--- config.mk ---
export PLATFORM = sky130hd
export DESIGN_NAME = wcb_div
export DESIGN_NICKNAME = d
export VERILOG_FILES = /design/src/hw/rtl/wcb_pkg.sv /design/src/hw/rtl/wcb_div.sv
export SDC_FILE = /design/constraint.sdc
export NUM_CORES = 1
export LEC_CHECK = 0
export BUFFER_PORTS_ARGS = -buffer_cell sky130_fd_sc_hd__buf_2
export CAP_MARGIN = 30
export CORE_ASPECT_RATIO = 0.6
export CORE_MARGIN = 4
export CORE_UTILIZATION = 54
export CTS_BUF_LIST = sky130_fd_sc_hd__clkbuf_8
export CTS_CLUSTER_DIAMETER = 80
export DETAILED_ROUTE_END_ITERATION = 7
export PLACE_DENSITY = 0.79
export SLEW_MARGIN = 25
export SYNTH_ARGS = -nofsm -noshare
export SYNTH_HDL_FRONTEND = slang
export SYNTH_SLANG_ARGS = --single-unit
--- constraint.sdc ---
create_clock -name i_clk -period 3.2 [get_ports i_clk]
set_input_delay 0.64 -clock i_clk [delete_from_list [all_inputs] [get_ports i_clk]]
set_output_delay 0.64 -clock i_clk [all_outputs]
set_load 0.05 [all_outputs]
--- src/hw/rtl/wcb_pkg.sv ---
//------------------------------------------------------------------------------
// wcb_pkg
// Types and constants shared by the windowed composition bias block.
//------------------------------------------------------------------------------
`default_nettype none
package wcb_pkg;
    localparam int unsigned COLS = 20;
    localparam int unsigned RING = 64;

    typedef enum logic [1:0] {
        CMD_LETTER = 2'd0,
        CMD_LOAD_MATRIX = 2'd1,
        CMD_LOAD_BG = 2'd2,
        CMD_NONE = 2'd3
    } t_cmd;

    typedef struct packed {
        logic [1:0] command;
        logic [4:0] letter;
        logic [4:0] column;
        logic signed [7:0] matrix_value;
        logic signed [15:0] background_value;
        logic last;
    } t_in_item;

    typedef struct packed {
        logic signed [15:0] correction;
        logic masked;
        logic end_of_run;
    } t_out_item;

    typedef struct packed {
        logic start;
        logic signed [31:0] dividend;
        logic [5:0] divisor;
    } t_div_req;

    typedef struct packed {
        logic busy;
        logic done;
        logic signed [31:0] quotient;
    } t_div_rsp;
endpackage
`default_nettype wire

--- src/hw/rtl/wcb_div.sv ---
//------------------------------------------------------------------------------
// wcb_div
// Restoring signed divider, one quotient bit per cycle, truncating to zero.
//------------------------------------------------------------------------------
`default_nettype none
module wcb_div (
    input  wire logic              i_clk,
    input  wire logic              i_rst_n,
    input  wire wcb_pkg::t_div_req i_req,
    output wcb_pkg::t_div_rsp      o_rsp
);
    logic [31:0] r_rem;
    logic [31:0] r_quo;
    logic [5:0]  r_den;
    logic [5:0]  r_cnt;
    logic        r_neg;
    logic        r_busy;
    logic        r_done;
    logic [32:0] n_trial;

    assign n_trial = {r_rem, r_quo[31]} - {27'd0, r_den};

    always_ff @(posedge i_clk) begin
        if (!i_rst_n) begin
            r_busy <= 1'b0;
            r_done <= 1'b0;
        end else begin
            r_done <= 1'b0;
            if (i_req.start) begin
                r_busy <= 1'b1;
                r_rem  <= '0;
                r_quo  <= i_req.dividend[31] ? 32'(-i_req.dividend) : i_req.dividend;
                r_neg  <= i_req.dividend[31];
                r_den  <= i_req.divisor;
                r_cnt  <= '0;
            end else if (r_busy) begin
                if (!n_trial[32]) begin
                    r_rem <= n_trial[31:0];
                    r_quo <= {r_quo[30:0], 1'b1};
                end else begin
                    r_rem <= {r_rem[30:0], r_quo[31]};
                    r_quo <= {r_quo[30:0], 1'b0};
                end
                r_cnt <= r_cnt + 6'd1;
                if (r_cnt == 6'd31) begin
                    r_busy <= 1'b0;
                    r_done <= 1'b1;
                end
            end
        end
    end

    assign o_rsp.busy = r_busy;
    assign o_rsp.done = r_done;
    assign o_rsp.quotient = r_neg ? 32'(-r_quo) : r_quo;
endmodule
`default_nettype wire

# Word-level counts from Yosys, hierarchy flattened
# Cells that the tools add are included.
# classes
add_sub_neg	4
n_eq_ne	1
muxes	12
bitwise_logic	2
n_reduce_logical	4
# ops
op	n
2-to-1 mux 32 bit	6
negation 32 bit	2
subtractor 33 x 6 -> 33 bit	1
adder 6 x 1 -> 6 bit, second input constant	1
== test 6 x 5 -> 1 bit, second input constant	1
2-to-1 mux 6 bit	1
2-to-1 mux 1 bit	5
AND reduction 2 bit	2
OR reduction 3 bit	1
inverter 1 bit	2
nonzero test 2 bit	1
# word_totals
reg_bits	79
input_bits	41
out_inout_bits	34
elab_cells	30

# Logic depth before layout (Yosys ltp)
# logic_depth
word_depth	4
ltp_mapped	11
depth_no_buf	10

# Least setup slack after synthesis
# No wires, ideal clock.
# synth_timing
path_type	reg-to-output
startpoint	register r_quo[20]
endpoint	output o_rsp[31] in the netlist's numbering
arrival_ps	2868
required_time_ps	2560
slack_ps	-308
path_stages_with_launch	8
path_buffers	0
path_cell_list	edfxtp_1 -> or4_1 -> or3_1 -> or2_2 -> or3_1 -> or2_1 -> o31ai_1 -> xnor2_1
# synth_rtl
element	line_no	text
start, declared	wcb_div.sv:13	logic [31:0] r_quo;
start signal, assigned	wcb_div.sv:32	r_quo <= i_req.dividend[31] ? 32'(-i_req.dividend) : i_req.dividend;
start signal, assigned	wcb_div.sv:39	r_quo <= {r_quo[30:0], 1'b1};
start signal, assigned	wcb_div.sv:42	r_quo <= {r_quo[30:0], 1'b0};
end, declared	wcb_div.sv:10	output wcb_pkg::t_div_rsp o_rsp

==> results.txt <==
The run finished, with violations left. The final reports fail on setup timing. The startpoint identified for the worst register-to-register timing path is r_rem[11].

In the final routed layout, each cell accounts on average for 17.97 um. Once layout is done, the placed cells without fillers occupy 6668 um2. The core region is 9256 um2. Distinct cell type count after synthesis: 48. In this run, CTS created clock tree buffers numbering 9. The area share of xor/xnor cells in the synthesized design is 0.1434, and the number of vias per cell is 5.973. The tools report the post-route antenna net violation count as 0. Setup repair after global routing could not meet its margin everywhere. The later pin in the worst-skew pair is clocked with a latency of 0.37 ns. For this run, the leading register cell type out of synthesis is sky130_fd_sc_hd__edfxtp_1.

The final antenna diode count was 0. Mux contribution to synthesized area: 0.006026. Entering global routing, the biggest net connects 49 pins. The worst setup path is of the register to primary output kind. The run gives 0.01347 ns as the largest clock skew in the final design. The number of H-tree branching levels was 3. In this run the worst hold path is classified as input pin to register. After detailed routing, the total wire length is 13910 um. At the worst endpoint, the required time is 2.56 ns.

The logs give 4294 for the number of global-route vias before repair and -0.6322 ns for the worst path setup slack after routing. The total grt overflow was 0; the wire length of the first global-routing pass was 21940 um. The tool flagged a number of max-cap violations equal to 0. The number of hold violations in the final report was 0. Synthesis inferred 79 register bits.

Tightest slew margin relative to the limit: 0.5943. Proportion of synthesized flip-flops having asynchronous set or reset: 0. The non-filler instance count after layout is 774, and the worst hold path cell count is 1. Dominant combinational cell family by area after synthesis: simple AND/OR/NAND/NOR gates. The simple-gate area share of the yosys netlist was 0.2017; the instance count of the mapped netlist was 534. The initial antenna violation count came out at 0. The tools report the share of the yosys chip area belonging to registers as 0.4531. The ratio of final minimum period to clock period is 1.198, and the number of buffers inserted for hold repair after clock tree synthesis is 0.

The clock passes through at most 2 buffers. The clock tree root buffer cell is sky130_fd_sc_hd__clkbuf_8. The number of slew-limit violations in the final report was 0. For this design the static power due to leakage is 2.453 nW. Setup slack on the worst reg-to-reg path comes out at 0.11 ns. Measured in cells, the most critical reg-to-reg path has a length of 7. The final layout contains 690 nets. The logs give 27 for the count of standard-cell rows and 0.2411 for the overall track demand over capacity in global routing. Area share of fa/ha/maj cells after synthesis: 0.02555. The number of nets handed over by synthesis was 585.

Derived from the worst setup path, the maximum achievable clock frequency is 260.9 MHz. In the routed design, unresolved DRC markers number 0. At the pin with the least slew margin, the transition time is 0.6085 ns. The starting density of the core is 0.5608.

Along the worst path, the maximum fanout reaches 2. A synthesized cell averages 9.721 um2. The area added between synthesis and finish is 28.44%. After detailed placement, the total cell area comes to 6036 um2. The tree built by TritonCTS fans out to 79 sinks. The number of synthesis warnings was 0; the half-perimeter wire length after detailed placement was 9513 um. In the final timing run, aggregate negative setup slack is -6.120 ns.

Type of element launching the critical path: a register. Including well taps, the total number of placed cells is 752. The I/O pin count came out at 75. The tools report the number of design-rule violations left by the first detailed-router iteration as 359. The number of enable flip-flop cells after synthesis came out at 77. Across all layers, the routed design uses 4623 vias. The time the final worst path needs with I/O delays and setup was 3.832 ns.

Setup violations remaining at the end of the flow were counted as 18. Power spread over the standard cell area amounts to 436.5 nW/um2. The worst hold endpoint is r_den[3]. The run gives 11300 um2 as the area of the die. VDD sags by at most 0.0003533 V.

The final core utilization is 0.7203, and the share of cells above drive strength 1 is 0.2935. STA classifies the critical path endpoint as a primary output. The die outline height was 83.95 um. At the end of routability-driven placement, the weighted congestion stood at 0.8977. Count of buffers from port buffering: 74. TritonCTS built the clock tree.

Worst hold path startpoint: i_req[3]. Data arrives at the worst endpoint at 3.19 ns. The end of the worst register-to-register path was r_rem[21].

After clock tree synthesis, the clock-pin slew on the worst setup and hold paths is 0.08 ns. For this run, the detailed router's first-pass iteration total came to 6. The horizontal die dimension was 134.6 um; the post-synthesis compound-gate area fraction was 0.1405. Summing every instance area after synthesis gives 5191 um2.
power by group:
| part | switching [mW] | internal, mW |
|---|---|---|
| clock | 0.384 | 0.434 |
| sequential | 0.0662 | 1.23 |
| combinational | 0.511 | 0.289 |
| total | 0.961 | 1.95 |
Yosys cell counts, types with 2 or more instances:
cell type                  count  share of area
sky130_fd_sc_hd__o21a_1        3         0.0043
sky130_fd_sc_hd__o31a_1        2         0.0034
sky130_fd_sc_hd__nand4b_1      3         0.0051
sky130_fd_sc_hd__ha_1          9          0.022
sky130_fd_sc_hd__o21ai_2       2         0.0034
sky130_fd_sc_hd__or2_2         4         0.0048
sky130_fd_sc_hd__or3_1        19          0.023
sky130_fd_sc_hd__and2_1        2         0.0024
sky130_fd_sc_hd__mux2i_1       2         0.0039
sky130_fd_sc_hd__nand3_1       9         0.0087
sky130_fd_sc_hd__nor2b_1       4         0.0048
sky130_fd_sc_hd__nand2b_1      2         0.0024
sky130_fd_sc_hd__or2_1         2         0.0024
sky130_fd_sc_hd__inv_1        13         0.0094
sky130_fd_sc_hd__nor3_1       10         0.0096
sky130_fd_sc_hd__nand3b_1      2         0.0029
sky130_fd_sc_hd__o41ai_1       6          0.010
sky130_fd_sc_hd__or4_1        12          0.017
sky130_fd_sc_hd__nand4_1       2         0.0024
sky130_fd_sc_hd__o21ai_0      29          0.028
sky130_fd_sc_hd__xnor2_1      37          0.062
sky130_fd_sc_hd__clkbuf_1     18          0.013
sky130_fd_sc_hd__nor2_1       73          0.053
sky130_fd_sc_hd__nor4_1       11          0.013
sky130_fd_sc_hd__dfxtp_1       2         0.0077
sky130_fd_sc_hd__or4_4         2         0.0043
sky130_fd_sc_hd__xor2_1       48          0.081
sky130_fd_sc_hd__a21oi_1      39          0.038
sky130_fd_sc_hd__o211ai_1      6         0.0087
sky130_fd_sc_hd__o31ai_1      24          0.035
sky130_fd_sc_hd__nand2_1      40          0.029
sky130_fd_sc_hd__nor3b_1       2         0.0029
sky130_fd_sc_hd__edfxtp_1     77           0.45
sky130_fd_sc_hd__buf_4         3         0.0043
sky130_fd_sc_hd__nor4_4        2         0.0082
worst max-delay path by stage:
stage,slack [ns],cells past startpoint,end,from
after floorplan,-0.09,7,o_rsp[31],r_quo[20]
after global placement,-0.28,8,o_rsp[31],r_quo[21]
after detailed placement,-0.34,8,o_rsp[31],r_quo[20]
after CTS,-0.65,8,o_rsp[31],r_quo[21]
after global routing,-0.69,9,o_rsp[30],r_quo[20]
final,-0.63,9,o_rsp[28],r_quo[20]
kinds of logic after synthesis:
kind of cell,count (synthesis)
AOI/OAI and AO/OA,117
xor gates and xnor gates,85
adders and majority gates,10
buffers and inverters,36
DFF,79
muxes,3
and+or+nand+nor,204
repair_timing:
item                       in CTS  in global routing
setup endpoints to repair      17                 22
pin swaps                      12                 21
gates resized for setup        57                 35
buffers inserted                4                  6
per-stage QoR:
stage | setup WS [ns] | hold slack (ns) | total power [mW]
global placement | -0.2826 | 0.4416 | 2.006
floorplan | -0.09146 | 0.4288 | 1.814
detailed placement | -0.3378 | 0.4631 | 2.028
global route | -0.6872 | 0.4282 | 3.020
finish | -0.6322 | 0.4462 | 2.910
CTS | -0.6496 | 0.4333 | 2.869
cell type report:
| cell class | instances | area, um2 |
|---|---|---|
| multi-input cells | 419 | 3055 |
| well taps | 130 | 162.7 |
| repair buffers | 117 | 835.8 |
| inverters | 13 | 48.80 |
| clock buffers | 9 | 123.9 |
| clock inverters | 7 | 88.84 |
| fillers | 629 | 2589 |
| flip-flops and latches | 79 | 2352 |
placed cells by master, fill, tap and decap left out, drive strengths merged, types with 11 or more instances in the layout:
| cell type | Yosys | routed |
|---|---|---|
| a21oi | 40 | 40 |
| buf | 5 | 115 |
| clkbuf | 18 | 11 |
| edfxtp | 77 | 77 |
| inv | 13 | 14 |
| nand2 | 40 | 40 |
| nor2 | 73 | 73 |
| nor4 | 13 | 13 |
| o21ai | 31 | 31 |
| o31ai | 24 | 24 |
| or3 | 19 | 19 |
| or4 | 14 | 14 |
| xnor2 | 37 | 37 |
| xor2 | 48 | 48 |
flip-flops by register name (all words and copies together), names as in the netlist:
signal,cells
r_quo,32
r_neg,1
r_done,1
r_rem,32
r_busy,1
r_cnt,6
r_den,6
worst max-delay path, stage by stage (launching register included):
cell and delay [ns]:
sky130_fd_sc_hd__edfxtp_1 0.39, sky130_fd_sc_hd__or4_4 0.55, sky130_fd_sc_hd__or3_4 0.35, sky130_fd_sc_hd__or2_4 0.28, sky130_fd_sc_hd__buf_6 0.12, sky130_fd_sc_hd__or4_4 0.54
sky130_fd_sc_hd__o21ai_2 0.16, sky130_fd_sc_hd__buf_4 0.13, sky130_fd_sc_hd__xnor2_2 0.12, sky130_fd_sc_hd__buf_6 0.18
routing by layer:
layer	part of all wire	global-route usage
met4	0.022	0.07209
met2	0.45	0.3500
met3	0.085	0.06024
met1	0.45	0.3550
met5	0	0
No activity file was read; power rests on OpenSTA's default activity.
