## src/hw/rtl/wcb_ram.sv

```systemverilog
//------------------------------------------------------------------------------
// wcb_ram
// Generic single-port-write, single-read RAM with registered read data.
//------------------------------------------------------------------------------
`default_nettype none
module wcb_ram #(
    parameter int WIDTH = 8,
    parameter int DEPTH = 64
) (
    input  wire logic                     i_clk,
    input  wire logic                     i_we,
    input  wire logic [$clog2(DEPTH)-1:0] i_waddr,
    input  wire logic [WIDTH-1:0]         i_wdata,
    input  wire logic [$clog2(DEPTH)-1:0] i_raddr,
    output logic [WIDTH-1:0]              o_rdata
);
    logic [WIDTH-1:0] r_mem [DEPTH];

    always_ff @(posedge i_clk) begin
        if (i_we) begin
            r_mem[i_waddr] <= i_wdata;
        end
        o_rdata <= r_mem[i_raddr];
    end
endmodule
`default_nettype wire

```

## config.mk

```make
export PLATFORM = sky130hd
export DESIGN_NAME = wcb_ram
export DESIGN_NICKNAME = d
export VERILOG_FILES = /design/src/hw/rtl/wcb_ram.sv
export SDC_FILE = /design/constraint.sdc
export NUM_CORES = 1
export LEC_CHECK = 0
export BUFFER_PORTS_ARGS = -buffer_cell sky130_fd_sc_hd__buf_4
export CORE_MARGIN = 8
export CORE_UTILIZATION = 50
export CTS_CLUSTER_DIAMETER = 60
export CTS_CLUSTER_SIZE = 25
export DETAILED_ROUTE_END_ITERATION = 16
export PLACE_DENSITY = 0.66
export SLEW_MARGIN = 5
export SYNTH_ARGS = -nofsm -noshare
export SYNTH_HDL_FRONTEND = slang
export SYNTH_SLANG_ARGS = --single-unit
```

## constraint.sdc

```tcl
create_clock -name i_clk -period 3 [get_ports i_clk]
set_input_delay 0.6 -clock i_clk [delete_from_list [all_inputs] [get_ports i_clk]]
set_output_delay 0.6 -clock i_clk [all_outputs]
set_load 0.02 [all_outputs]
```

== Word level (Yosys, flattened, before mapping) ==
Memories as Yosys holds them, arrays and structs flattened. A register that Yosys moved wholly into a read port is not among the register bits.
Index checks and enable logic that the tools add are counted.

* Register bits after elaboration: 0
* Bits in latches: 0
* Memory bits (writable): 512
* Bits in read-only memories: 0
* Output and inout port bits: 8
* Memories kept: 1

{| class="wikitable"
|+ Memories
! name !! depth !! width !! read ports !! clocked after Yosys merged registers in !! wr ports !! RTL line !! source
|-
| r_mem || 64 || 8 || 1 || 1 || 1 || 17 || <nowiki>logic [WIDTH-1:0] r_mem [DEPTH];</nowiki>
|}

* Add/sub/neg operators: 0
* $mul: 0
* Div/mod/pow operators: 0
* Order comparisons: 0
* Equality and inequality tests: 0
* Shifts and indexed selects: 0
* Mux-type cells: 2
* Bitwise logic cells: 0
* Reductions and logical operators: 0

{| class="wikitable"
|+ Operator list
! cell !! count
|-
| $mux W1 || 2
|}

== Depth between registers and ports, before layout ==
Gate-level depths: netlist of the first run.

* Depth after elaboration: 2
* Mapped depth: 9

== Worst setup path after synthesis of the first run ==
Ideal clock, no wire load.

* Path type: input-to-reg
* Start point: input i_raddr[1]
* End point: register o_rdata[3], read port of r_mem
* Setup time: 0.128 ns
* Arrival: 2.140 ns
* Required time: 2.872 ns
* Slack: 0.732 ns
* Cell stages on the path: 7
* Path buffers: 3
* Cells stage by stage: buf_4 buf_2 buf_2 mux4_2 mux4_2 o21ai_1 o41ai_1

{| class="wikitable"
|+ RTL lines
! what !! RTL line !! source
|-
| start: declaration || 14 || <nowiki>input wire logic [$clog2(DEPTH)-1:0] i_raddr,</nowiki>
|-
| end: declaration || 15 || <nowiki>output logic [WIDTH-1:0] o_rdata</nowiki>
|}

==> results_dict.tcl, run 1 <==
set metrics [dict create \
    clockPowerShare_pct 34.6 \
    r2r_cells 5 \
    grt_usage_pct 18.7 \
    ys_seq_elements 520 \
    worstSetupPathType "in -> reg" \
    crit_chain "clkbuf_8 -> buf_12 -> mux4_2 -> mux4_2 -> nor2_1 -> nor3_1 -> o2bb2ai_1" \
    wl_met2_um 21300 \
    power_frac_comb_pct 5.7 \
    cts_hold_buf 0 \
    synthAdderAreaFrac_pct 0 \
    grt_pass1_vias 9794 \
    seqPwrFrac_pct 59.7 \
    final_area_sq_um 22600 \
    synth_edf_count 512 \
    drv_slew 0 \
    power.internal_w 0.0105 \
    cp_common_cell "mux4_2" \
    drcViolationCount 0 \
    arrival_ns 2.74 \
    place_area_sq_um 21500 \
    holdPathStages 3 \
    synth_area_leader_cell "edfxtp_1" \
    core.rowCount 73 \
    wl_per_cell_um 27.6 \
    rr_endpoint "o_rdata[4]" \
    fin_crit_ns 2.24 \
    regToRegSetupSlack_ns 0.96 \
    core_sq_um 39700 \
    setup_viol 0 \
    syn_nets 962 \
    tightest_slew_ns 0.776 \
    worst-path-max-fanout 38 \
    maxCapViolCount 0 \
    synth_simple_gate_area_share_pct 3.39 \
    fillers 2909 \
    ctsResizeCount 0 \
    gp_congestion 0.804 \
    syn_area_per_cell_sq_um 21.5 \
    min_from "i_raddr[5]" \
    ys_warn_count 0 \
    post-route-period-util_pct 74.8 \
    p_sw_w 0.00298 \
    vias 9607 \
    crit_slowest_cell "mux4_2" \
    cp.required_ns 3.49 \
    fp.dieH_um 217 \
    p_per_area_nw_per_um2 598 \
    tns_ns 0 \
    start_util_pct 50.8 \
    crit_path_end_kind "flop" \
    yosysTopAreaCellShare_pct 76.2 \
    dp_hpwl_um 27500 \
    p_leak_nw 7.14 \
    worstReg2RegStart "r_mem[24][4]" \
    hold_class "in -> reg" \
    path_delay_family "multiplexers" \
    clockBufferDepth 3 \
    multi_input_area_sq_um 4320 \
    yosys-top-cells-area "edfxtp_1, mux4_2, nor2_1" \
    synth.distinct_cells 40 \
    antenna_found_initial 1 \
    synth-xor-area-share_pct 0 \
    max_stage_delay_ns 0.55 \
    grt_overflow 0 \
    route.met3.wl_um 2870 \
    drive_above_1_share_pct 29.8 \
    muxShareOfSynthArea_pct 15.9 \
    antenna_left 0 \
    whs_endpoint "o_rdata[2]" \
    vdd_drop_max_mv 0.595 \
    grt_start_max_net_pins 65 \
    h-tree-depth 1 \
    status "finished clean" \
    fin_util_pct 56.9 \
    critPathBufInv 2 \
    portBuffers 29 \
    ios 30 \
    root_buffer "clkbuf_16" \
    grt_pass1_wl_um 65400 \
    nets 1067 \
    syn_inst 940 \
    seq_area_frac_synth_pct 77.0 \
    fmax_ghz 0.446 \
    switching_share_pct 22.0 \
    finClkSkew_ns 0.0192 \
    regArea_sq_um 15500 \
    yosysMostFrequentCell "edfxtp_1" \
    cts_made_buffers 31 \
    area_delta_synth_final_pct 12.1 \
    highest_layer "met5" \
    synth-compound-area-share_pct 2.07 \
    met1_length_um 19000 \
    post_cts_buffers 0 \
    clock-sinks 520 \
    worstSkewPairLatency_ns 0.60 \
    clkSlewWorstSetupHoldPaths_ns 0.09 \
    synth_ff_type "edfxtp_1" \
    vias_per_cell 6.02 \
    cts_tree "built" \
    dr.pass1.iters 5 \
    diodes 0 \
    totalWireLength_um 44000 \
    async_flop_share_pct 0 \
    hold_viol_final 0 \
    synth_top_family_by_area "multiplexers" \
    grt_setup_unrepaired "no" \
    die_w_um 217 \
    drtIter0Drc 995 \
    max_slew_margin_pct 48.0 \
    start_kind "input port" \
    synth.top_cells.by_count "edfxtp_1, mux4_2, nor2_1" \
    die_area_sq_um 47000 \
    netlist_area_sq_um 20200 \
]
## power groups by stage
stage          sequential [W]  combinational, W  clock (W)
2_1_floorplan         0.00822          0.000429          0
3_3_place_gp          0.00823          0.000773          0
3_5_place_dp          0.00823          0.000784          0
4_1_cts               0.00806          0.000785    0.00477
5_1_grt               0.00806          0.000828    0.00499
6_report              0.00806          0.000773    0.00468
## sequential cells by signal, indices dropped and copies added, names as in the netlist
name / count
r_mem: 512
o_rdata: 8
## routing by layer
metal | GRT usage [%] | vias to the layer above
li1 | - | 4130
met1 | 26.8 | 5095
met2 | 29.9 | 337
met3 | 3.00 | 43
met4 | 4.73 | 2
met5 | 0 | -
## tightest hold or removal path: cells and delay by family
kind	cells	cell delay, ns
AO/OA/AOI/OAI	1	0.05
buffers and inverters	1	0.18
AND/OR/NAND/NOR	1	0.08
## worst max-delay path by stage
stage,from,to,cells past startpoint
6_report,i_raddr[0],o_rdata[0],7
4_1_cts,i_raddr[0],o_rdata[0],7
2_1_floorplan,i_raddr[1],o_rdata[3],7
5_1_grt,i_raddr[0],o_rdata[0],7
3_5_place_dp,i_raddr[0],o_rdata[0],7
3_3_place_gp,i_raddr[0],o_rdata[0],7
## placed cells by master (no fill, tap or decap), types with 4 or more instances in the layout
| cell type | instances |
|---|---|
| mux4_2 | 126 |
| nor2b_1 | 14 |
| nand2_1 | 19 |
| inv_6 | 4 |
| buf_4 | 115 |
| nor2_1 | 83 |
| inv_8 | 4 |
| clkbuf_16 | 31 |
| clkinv_8 | 4 |
| nand2b_1 | 7 |
| o221ai_1 | 8 |
| mux2_2 | 13 |
| o22ai_1 | 8 |
| edfxtp_1 | 512 |
| a211oi_1 | 4 |
| a221oi_1 | 6 |
| dfxtp_1 | 8 |
| nor3_1 | 7 |
| buf_12 | 7 |
| mux2i_1 | 23 |
| nand3_1 | 13 |
| clkinv_4 | 5 |
## per-stage QoR
stage,power [W],std cells,hold slack (ns),worst slack [ns]
global route,0.0139,1595,0.368,0.682
finish,0.0135,1595,0.372,0.757
global placement,0.00900,1537,0.805,0.124
CTS,0.0136,1595,0.340,0.772
detailed placement,0.00901,1537,0.801,0.137
floorplan,0.00865,940,0.699,0.732
## logic make-up (layout without fill, tap and decap cells)
| family | Yosys count | count (layout) |
|---|---|---|
| muxes | 162 | 162 |
| buffers and inverters | 51 | 181 |
| and+or+nand+nor | 153 | 153 |
| AOI/OAI and AO/OA | 54 | 54 |
| DFF | 520 | 520 |
## final cells by class
class	count	area share, %
clock inverter	25	1.30
clock buffer	33	3.47
tap	525	2.91
multi-input combinational	369	19.1
timing repair buffer	123	4.50
sequential	520	68.7
Power figures use the tool's default switching activity.
==> inputs of run 2 (changes only) <==
--- a/config.mk
+++ b/config.mk
@@ -11,7 +11,7 @@
 export CTS_CLUSTER_DIAMETER = 60
 export CTS_CLUSTER_SIZE = 25
 export DETAILED_ROUTE_END_ITERATION = 16
-export PLACE_DENSITY = 0.66
+export PLACE_DENSITY = 0.68
 export SLEW_MARGIN = 5
 export SYNTH_ARGS = -nofsm -noshare
 export SYNTH_HDL_FRONTEND = slang
==> constraint.sdc (replaced) <==
create_clock -name i_clk -period 1.8 [get_ports i_clk]
set_input_delay 0.36 -clock i_clk [delete_from_list [all_inputs] [get_ports i_clk]]
set_output_delay 0.36 -clock i_clk [all_outputs]
set_load 0.02 [all_outputs]
==> results_dict.tcl, run 2 (synthesis results as in run 1) <==
set metrics [dict create \
    p_sw_w 0.00519 \
    dr.pass1.iters 5 \
    grt_pass1_wl_um 67500 \
    start_util_pct 50.8 \
    post-route-period-util_pct 103 \
    final_area_sq_um 23800 \
    diodes 0 \
    regMostFlops "r_mem" \
    clockBufferDepth 3 \
    cts_made_buffers 34 \
    drtIter0Drc 967 \
    fin_crit_ns 1.86 \
    portBuffers 29 \
    hold_class "in -> reg" \
    p_per_area_nw_per_um2 995 \
    worstSetupPathType "reg -> reg" \
    tightest_slew_ns 0.716 \
    clock-sinks 520 \
    p_leak_nw 7.72 \
    fin_ws_ns -0.0594 \
    vias_per_cell 5.98 \
    largest_reg_flops 512 \
    drv_slew 0 \
    grt_setup_unrepaired "yes" \
    maxCapViolCount 0 \
    grt_overflow 0 \
    root_buffer "clkbuf_16" \
    vdd_drop_max_mv 0.873 \
    worstSkewPairLatency_ns 0.55 \
    highest_layer "met4" \
    start_kind "flop" \
    final_common_cell "edfxtp_1" \
    hold_viol_final 0 \
    switching_share_pct 22.0 \
    antenna_found_initial 0 \
    worst-path-max-fanout 1 \
    place_area_sq_um 22400 \
    holdPathStages 3 \
    worstReg2RegStart "r_mem[48][6]" \
    clockPowerShare_pct 36.7 \
    core.rowCount 73 \
    r2r_cells 5 \
    fmax_ghz 0.538 \
    seqPwrFrac_pct 56.8 \
    cp.required_ns 2.22 \
    finClkSkew_ns 0.0230 \
    met1_length_um 18500 \
    drive_above_1_share_pct 37.1 \
    nets 1148 \
    setup_viol 5 \
    grt_pass1_vias 10300 \
    drcViolationCount 0 \
    violations "setup timing" \
    cts_tree "built" \
    stdcell_count 1676 \
    wl_met2_um 22300 \
    die_w_um 217 \
    antenna_left 0 \
    ios 30 \
    vias 10000 \
    reg.largest.list "r_mem x512, o_rdata x8" \
    crit_path_end_kind "flop" \
    grt_start_max_net_pins 65 \
    power.internal_w 0.0185 \
    route.met3.wl_um 3080 \
    gp_congestion 0.866 \
    dp.cells 1614 \
    die_area_sq_um 47000 \
    dp_hpwl_um 29700 \
    power_frac_comb_pct 6.5 \
    regToRegSetupSlack_ns -0.06 \
    clkSlewWorstSetupHoldPaths_ns 0.09 \
    fin_util_pct 59.8 \
    final_cell_mix "edfxtp_1, buf_4, mux4_2" \
    totalWireLength_um 45100 \
    max_slew_margin_pct 52.3 \
    area_delta_synth_final_pct 17.9 \
    h-tree-depth 2 \
    grt_usage_pct 19.3 \
    post_cts_buffers 0 \
    arrival_ns 2.28 \
    core_sq_um 39700 \
    status "complete, but fails checks" \
    wl_per_cell_um 26.9 \
    min_from "i_raddr[5]" \
    fp.dieH_um 217 \
    crit_path_start "r_mem[48][6]" \
]
-- run 2: cell count changes in the layout (fill, tap and decap cells not counted), sizes merged --
| cell | delta |
|---|---|
| buf | +77 |
| clkbuf | +4 |
| clkinvlp | -1 |
| bufbuf | +1 |
| inv | -1 |
| bufinv | +1 |
-- run 2: critical path: stages, from the launching register on --
cell and delay [ns]:
edfxtp_1 0.39, mux4_2 0.50, mux4_2 0.54, nor2_1 0.11, buf_4 0.13, o32ai_2 0.07
-- run 2: metal layers --
metal / GRT usage, % / up-vias
met5: 0 / -
met4: 5.55 / 0
met3: 3.38 / 68
met2: 32.1 / 384
met1: 26.3 / 5274
li1: - / 4299
-- run 2: final cells by class --
type	instances	area [sq um]
fill	2818	16000
sequential	520	15500
multi-input combinational	369	4460
timing repair buffer	201	1870
clock buffer	37	926
tap	525	657
clock inverter	24	330
-- run 2: final timing paths --
kind / to
worst max-delay path: o_rdata[6]
worst max register to register: o_rdata[6]
worst min register to register: o_rdata[1]
worst min-delay path: o_rdata[2]
-- run 2: metrics by stage --
stage / TNS (ns) / power, W / setup slack (ns) / hold WS (ns)
global placement: -4.82 / 0.0152 / -0.807 / 0.734
finish: -0.161 / 0.0236 / -0.0594 / 0.191
global route: -0.430 / 0.0243 / -0.107 / 0.206
CTS: -0.176 / 0.0238 / -0.0685 / 0.171
floorplan: -3.45 / 0.0144 / -0.108 / 0.459
detailed placement: -4.98 / 0.0152 / -0.832 / 0.738
-- run 2: power groups by stage --
stage / registers (W) / logic (W) / clock network, W
2_1_floorplan: 0.0137 / 0.000736 / 0
3_3_place_gp: 0.0137 / 0.00147 / 0
3_5_place_dp: 0.0137 / 0.00150 / 0
4_1_cts: 0.0134 / 0.00154 / 0.00883
5_1_grt: 0.0134 / 0.00163 / 0.00922
6_report: 0.0134 / 0.00154 / 0.00869
-- run 2: what timing repair did --
item,4_1_cts,5_1_grt
pin swaps,3,2
setup endpoints to repair,7,8
hold buffers,0,0
gates cloned,1,0
gates resized for setup,18,5
